===== src/sv/iost_pkg.sv =====
package iost_pkg;

    localparam int CAPACITY = 16;
    localparam int VALUE_W  = 32;
    localparam int COUNT_W  = 5;
    localparam int OCC_W    = $clog2(CAPACITY + 1);
    localparam int ACTION_W = 2;

    localparam int IN_BITS  = ACTION_W + VALUE_W;
    localparam int IN_W     = ((IN_BITS + 7) / 8) * 8;
    localparam int OUT_BITS = 2 + COUNT_W;
    localparam int OUT_W    = ((OUT_BITS + 7) / 8) * 8;

    localparam logic [ACTION_W-1:0] ACT_ADD    = 2'd0;
    localparam logic [ACTION_W-1:0] ACT_REMOVE = 2'd1;
    localparam logic [ACTION_W-1:0] ACT_TEST   = 2'd2;
    localparam logic [ACTION_W-1:0] ACT_CLEAR  = 2'd3;

    typedef logic signed [VALUE_W-1:0] t_value;
    typedef logic [OCC_W-1:0]          t_occ;

    // per-request strobes broadcast along the row
    typedef struct packed {
        logic add_en;   // append request value at the tail cell
        logic rem_en;   // remove request: cells at or above the match shift down
    } t_cell_ctrl;

endpackage


===== src/sv/iost_cell.sv =====
module iost_cell (
    input  logic                i_clk,
    input  iost_pkg::t_cell_ctrl i_ctrl,
    input  iost_pkg::t_value    i_value,
    input  logic                i_valid,
    input  logic                i_tail,
    input  logic                i_found,
    input  iost_pkg::t_value    i_next_value,
    output logic                o_found,
    output iost_pkg::t_value    o_value
);

    iost_pkg::t_value r_value;
    iost_pkg::t_value n_value;
    logic             w_match;

    assign w_match = i_valid && (r_value == i_value);
    assign o_found = i_found || w_match;
    assign o_value = r_value;

    always_comb begin
        n_value = r_value;
        if (i_ctrl.rem_en && o_found) begin
            n_value = i_next_value;
        end else if (i_ctrl.add_en && i_tail) begin
            n_value = i_value;
        end
    end

    always_ff @(posedge i_clk) begin
        r_value <= n_value;
    end

endmodule


===== src/sv/insertion_ordered_set_table.sv =====
// Ordered set of up to iost_pkg::CAPACITY distinct signed 32-bit values, kept oldest first
// and packed from slot 0. Each input word carries an action (add, remove, test, clear)
// and a value; each gives one output word with hit, full_reject and the count after the
// request. The table is a row of cells: every cell compares its value with the request
// at once, a found flag ripples up the row, and on remove every cell at or above the
// match takes its upper neighbour's value. A request is handled in the clock cycle that
// takes it, and the cycle is set by the 32-bit compare plus the found ripple through all
// cells. Its result is valid in the output register in the next cycle. A new word is taken
// only while that register is empty or its word leaves in the same cycle, so one request
// per cycle while results are drained without stalls.
module insertion_ordered_set_table (
    input  logic                       i_clk,
    input  logic                       i_rst_n,
    input  logic                       i_s_axis_tvalid,
    output logic                       o_s_axis_tready,
    input  logic [iost_pkg::IN_W-1:0]  i_s_axis_tdata,  // action[1:0], value[33:2]
    output logic                       o_m_axis_tvalid,
    input  logic                       i_m_axis_tready,
    output logic [iost_pkg::OUT_W-1:0] o_m_axis_tdata   // hit, full_reject, count[6:2]
);

    localparam int CAP = iost_pkg::CAPACITY;

    logic [iost_pkg::ACTION_W-1:0] w_action;
    iost_pkg::t_value              w_value;
    logic                          w_accept;
    iost_pkg::t_cell_ctrl          w_ctrl;
    logic [CAP:0]                  w_found;
    iost_pkg::t_value              w_cell_val [CAP];
    logic                          w_found_all;
    logic                          w_full;

    iost_pkg::t_occ                r_occ;
    iost_pkg::t_occ                n_occ;
    logic                          r_out_valid;
    logic [iost_pkg::OUT_W-1:0]    r_out_data;
    logic                          n_hit;
    logic                          n_full_reject;

    assign w_action    = i_s_axis_tdata[iost_pkg::ACTION_W-1:0];
    assign w_value     = i_s_axis_tdata[iost_pkg::IN_BITS-1:iost_pkg::ACTION_W];
    assign o_s_axis_tready = !r_out_valid || i_m_axis_tready;
    assign w_accept    = i_s_axis_tvalid && o_s_axis_tready;
    assign w_found_all = w_found[CAP];
    assign w_full      = (r_occ == iost_pkg::OCC_W'(CAP));
    assign w_found[0]  = 1'b0;

    assign w_ctrl.add_en = w_accept && (w_action == iost_pkg::ACT_ADD)
                           && !w_found_all && !w_full;
    assign w_ctrl.rem_en = w_accept && (w_action == iost_pkg::ACT_REMOVE);

    for (genvar g = 0; g < CAP; g++) begin : g_cell
        iost_pkg::t_value w_next;
        if (g == CAP - 1) begin : g_top
            assign w_next = w_cell_val[g];
        end else begin : g_mid
            assign w_next = w_cell_val[g+1];
        end

        iost_cell u_cell (
            .i_clk        (i_clk),
            .i_ctrl       (w_ctrl),
            .i_value      (w_value),
            .i_valid      (iost_pkg::OCC_W'(g) < r_occ),
            .i_tail       (iost_pkg::OCC_W'(g) == r_occ),
            .i_found      (w_found[g]),
            .i_next_value (w_next),
            .o_found      (w_found[g+1]),
            .o_value      (w_cell_val[g])
        );
    end

    always_comb begin
        n_occ         = r_occ;
        n_hit         = 1'b0;
        n_full_reject = 1'b0;
        unique case (w_action)
            iost_pkg::ACT_ADD: begin
                if (!w_found_all) begin
                    if (w_full) begin
                        n_full_reject = 1'b1;
                    end else begin
                        n_occ = r_occ + 1'b1;
                        n_hit = 1'b1;
                    end
                end
            end
            iost_pkg::ACT_REMOVE: begin
                if (w_found_all) begin
                    n_occ = r_occ - 1'b1;
                    n_hit = 1'b1;
                end
            end
            iost_pkg::ACT_TEST: begin
                n_hit = w_found_all;
            end
            iost_pkg::ACT_CLEAR: begin
                n_occ = '0;
            end
            default: begin
                n_occ = r_occ;
            end
        endcase
    end

    always_ff @(posedge i_clk) begin
        if (!i_rst_n) begin
            r_occ       <= '0;
            r_out_valid <= 1'b0;
        end else begin
            if (w_accept) begin
                r_occ       <= n_occ;
                r_out_valid <= 1'b1;
            end else if (i_m_axis_tready) begin
                r_out_valid <= 1'b0;
            end
        end
    end

    always_ff @(posedge i_clk) begin
        if (w_accept) begin
            r_out_data <= iost_pkg::OUT_W'({iost_pkg::COUNT_W'(n_occ), n_full_reject, n_hit});
        end
    end

    assign o_m_axis_tvalid = r_out_valid;
    assign o_m_axis_tdata  = r_out_data;

endmodule

===== config.mk =====
export PLATFORM = sky130hd
export DESIGN_NAME = insertion_ordered_set_table
export DESIGN_NICKNAME = d
export VERILOG_FILES = /design/src/sv/iost_pkg.sv /design/src/sv/iost_cell.sv /design/src/sv/insertion_ordered_set_table.sv
export SDC_FILE = /design/constraint.sdc
export NUM_CORES = 1
export LEC_CHECK = 0
export BUFFER_PORTS_ARGS = -buffer_cell sky130_fd_sc_hd__buf_2
export CAP_MARGIN = 20
export CORE_MARGIN = 8
export CORE_UTILIZATION = 47
export CTS_BUF_LIST = sky130_fd_sc_hd__clkbuf_8 sky130_fd_sc_hd__clkbuf_16
export CTS_CLUSTER_DIAMETER = 50
export DETAILED_ROUTE_END_ITERATION = 8
export PLACE_DENSITY = 0.7
export SYNTH_ARGS = -nofsm -noshare
export SYNTH_HDL_FRONTEND = slang
export SYNTH_SLANG_ARGS = --single-unit
export TNS_END_PERCENT = 1

===== constraint.sdc =====
create_clock -name i_clk -period 4.7 [get_ports i_clk]
set_input_delay 0.47 -clock i_clk [delete_from_list [all_inputs] [get_ports i_clk]]
set_output_delay 0.47 -clock i_clk [all_outputs]
set_load 0.05 [all_outputs]

==> results.sh <==
export IMPL_cts_setup_buffers=0
export IMPL_worst_path_max_delay_cell="and3_1"
export IMPL_hold_path_class="input pin to flop"
export IMPL_area_growth_pct=12.4
export IMPL_slew_headroom_pct=29.4
export IMPL_synthArstFlopShare_pct=0
export IMPL_syn_num_nets=2490
export IMPL_synth_compound_area_share_pct=2.19
export IMPL_finalWirelength_um=93300
export IMPL_wl_per_cell_um=27.6
export IMPL_yosys_most_used_dff="edfxtp_1"
export IMPL_die_area_um2=73800
export IMPL_grt_overflow=0
export IMPL_rsz0062_at_grt="no"
export IMPL_die_h_um=272
export IMPL_ctsResizeCount=0
export IMPL_holdBufCountCts=0
export IMPL_crit_path_cell_trace="inv_1 > ha_1 > o21ai_0 > nand4_1 > nor3_1 > nor3_2 > and3_1 > nand4b_4 > nor3_2 > buf_4 > and3_1 > buf_12"
export IMPL_status="finished clean"
export IMPL_diodes=0
export IMPL_synth_top_family_by_area="multiplexers"
export IMPL_synthCells=2437
export IMPL_grt_pass1_vias=20700
export IMPL_io_pins=54
export IMPL_drc=0
export IMPL_critPathMaxStageDelay_ps=670
export IMPL_required_ps=4990
export IMPL_stdcell_area_um2=34500
export IMPL_clk_transition_reported_paths_ps=60
export IMPL_fin_crit_ps=4210
export IMPL_p_leak_uw=0.0117
export IMPL_hpwl_um=66900
export IMPL_firstDrtPassIters=6
export IMPL_clock_sinks=525
export IMPL_drive_above_1_share_pct=25.9
export IMPL_placed_cell_area_um2=32200
export IMPL_cts_tree="built"
export IMPL_clock_path_buffers=3
export IMPL_ys_top_cells_by_area="edfxtp_1 51%, xor2_1 11%, mux2_2 11%"
export IMPL_max_vdd_ir_drop_uv=240
export IMPL_setup_tns_ps=0
export IMPL_yosysWarnings=0
export IMPL_insertion_delay_ps=610
export IMPL_crit_type="flop to flop"
export IMPL_synth_top_area_share_pct=50.7
export IMPL_fin_nets=2530
export IMPL_start_util_pct=47.6
export IMPL_antenna_found_initial=2
export IMPL_rows=93
export IMPL_syn_avg_cell_area_um2=12.6
export IMPL_multi_input_area_um2=13700
export IMPL_ys_seq_area_share_pct=51.1
export IMPL_cts_buffers=69
export IMPL_hold_violations=0
export IMPL_yosys_cell_types_count=71
export IMPL_gp_congestion=0.967
export IMPL_gr_usage_all_layers_pct=24.7
export IMPL_timing_hold_ws_ps=130
export IMPL_cp_start_kind="flop"
export IMPL_synth_seq_cells=525
export IMPL_max_clock_freq_ghz=0.237
export IMPL_post_route_period_util_pct=89.6
export IMPL_port_buffers=46
export IMPL_finalMaxSlewViolations=0
export IMPL_grt_start_max_net_pins=36
export IMPL_crit_arrival_ps=4510
export IMPL_via_count=20500
export IMPL_grt_pass1_wl_um=138000
export IMPL_seqCellArea_um2=15700
export IMPL_fillers=5396
export IMPL_final_antenna_net_count=0
export IMPL_h_tree_depth=3
export IMPL_worst_pin_slew_ps=1060
export IMPL_yosys_area_top_type="edfxtp_1"
export IMPL_p_per_area_nw_per_um2=337
export IMPL_syn_cell_area_um2=30700
export IMPL_end_kind="flop"
export IMPL_synth_adder_area_share_pct=0.366
export IMPL_synth_simple_gate_area_share_pct=11.8
export IMPL_root_buffer="clkbuf_16"
export IMPL_setup_viol=0
export IMPL_worstPathMaxFanout=32
export IMPL_viasPerCell=6.04
export IMPL_maxCapViolCount=0
export IMPL_dp_slack_ps=295
export IMPL_drt_first_iter_violations=2272
export IMPL_die_w_um=272
export IMPL_synth_edf_count=519
export IMPL_fin_skew_ps=25.3
export IMPL_setup_slack_ps=488
export IMPL_core_area_um2=64600
export IMPL_synthXorXnorAreaFrac_pct=14.7
export IMPL_synth_mux_area_share_pct=15.3
flip-flops by register name, summed over array words and instances, names as in the netlist:
register               count
o_m_axis_tdata             7
r_occ                      5
o_m_axis_tvalid            1
g_cell.u_cell.o_value    512
final timing paths:
path / startpoint / end / slack, ps / cells after the start
worst max-delay path: r_occ[1] / g_cell[15].u_cell.o_value[6] / 490 / 12
worst min register to register: o_m_axis_tvalid / o_m_axis_tvalid / 550 / 2
worst min-delay path: i_s_axis_tvalid / o_m_axis_tvalid / 130 / 3
worst max register to register: r_occ[1] / g_cell[15].u_cell.o_value[6] / 490 / 12
per-stage QoR:
stage / std cells / utilization, % / power (µW)
after floorplan: 2437 / - / 5910
after detailed placement: 3261 / 49.8 / 6200
final: 3387 / 53.5 / 11600
after global placement: 3261 / 49.8 / 6190
after global routing: 3387 / 53.5 / 11900
after CTS: 3387 / 53.5 / 11700
routing by layer:
metal / track usage (%) / vias to the layer above / share of wire, % / routed length, µm
li1: - / 9089 / - / -
met5: 0 / - / 0 / 0
met1: 32.7 / 10300 / 42 / 38900
met2: 40.5 / 843 / 48 / 44400
met3: 4.11 / 233 / 6.7 / 6230
met4: 9.38 / 0 / 4.0 / 3780
placed cells by master, fill, tap and decap left out, types with 4 or more instances in the layout:
cell          n
a31o_2       15
and2_1        4
o21ai_0      36
dfxtp_1       6
xnor2_2       4
or3_1        12
inv_1        25
clkinvlp_4    8
edfxtp_1    519
mux2_1       57
nor2b_1       6
buf_4        80
or4_1         7
nand4b_1      6
xnor2_1     124
xor2_1      384
a2111oi_0     4
clkbuf_16    71
bufinv_16    11
nor4b_1      10
nor4_1      165
nand2_1     240
ha_1          9
buf_12       42
nor3_1       31
buf_2        46
inv_6         7
clkinv_1     11
mux2_2      293
nor2_1       41
a31oi_1       7
nand2b_1      4
nor2_2        5
nand3_1      32
mux2_4       49
a21oi_1       8
nor4bb_1      6
nand4_1      82
Yosys cell counts (all sizes together) (7+ instances only):
library cell	n
edfxtp	519
mux2	399
xor2	384
nand2	240
nor4	166
buf	150
xnor2	128
nand4	82
clkbuf	49
nor2	48
o21ai	38
nor3	34
nand3	32
a31o	15
inv	14
a21oi	12
or3	12
nor4b	10
ha	9
or4	9
a31oi	8
nand4b	7
critical path, delay by kind of cell (launching register included):
kind                     cells  cell delay (ps)
AO/OA/AOI/OAI                1              190
buffers and inverters        3              700
flip-flops                   1              510
AND/OR/NAND/NOR              7             2270
adder cells (fa/ha/maj)      1              200
report_power, final:
group / internal [µW] / switching [µW]
Sequential: 5160 / 7.63
Combinational: 360 / 605
Clock: 3380 / 2120
cell type report:
type                            instances  share of cell area (%)
Sequential cell                       525                    45.5
Inverter                               15                   0.163
Timing Repair Buffer                  168                    4.84
Multi-Input combinational cell       1698                    39.6
Clock buffer                           71                    5.14
Tap cell                              855                    3.10
Clock inverter                         55                    1.75
cell families (layout without fill, tap and decap cells):
group / count (synthesis) / after routing
other cells: 1 / 1
xor+xnor: 512 / 512
fa+ha+maj: 9 / 9
buf+inv: 214 / 309
mux: 402 / 402
flops: 525 / 525
compound gates: 96 / 96
simple gates: 678 / 678
(Power assumes the default switching activity.)
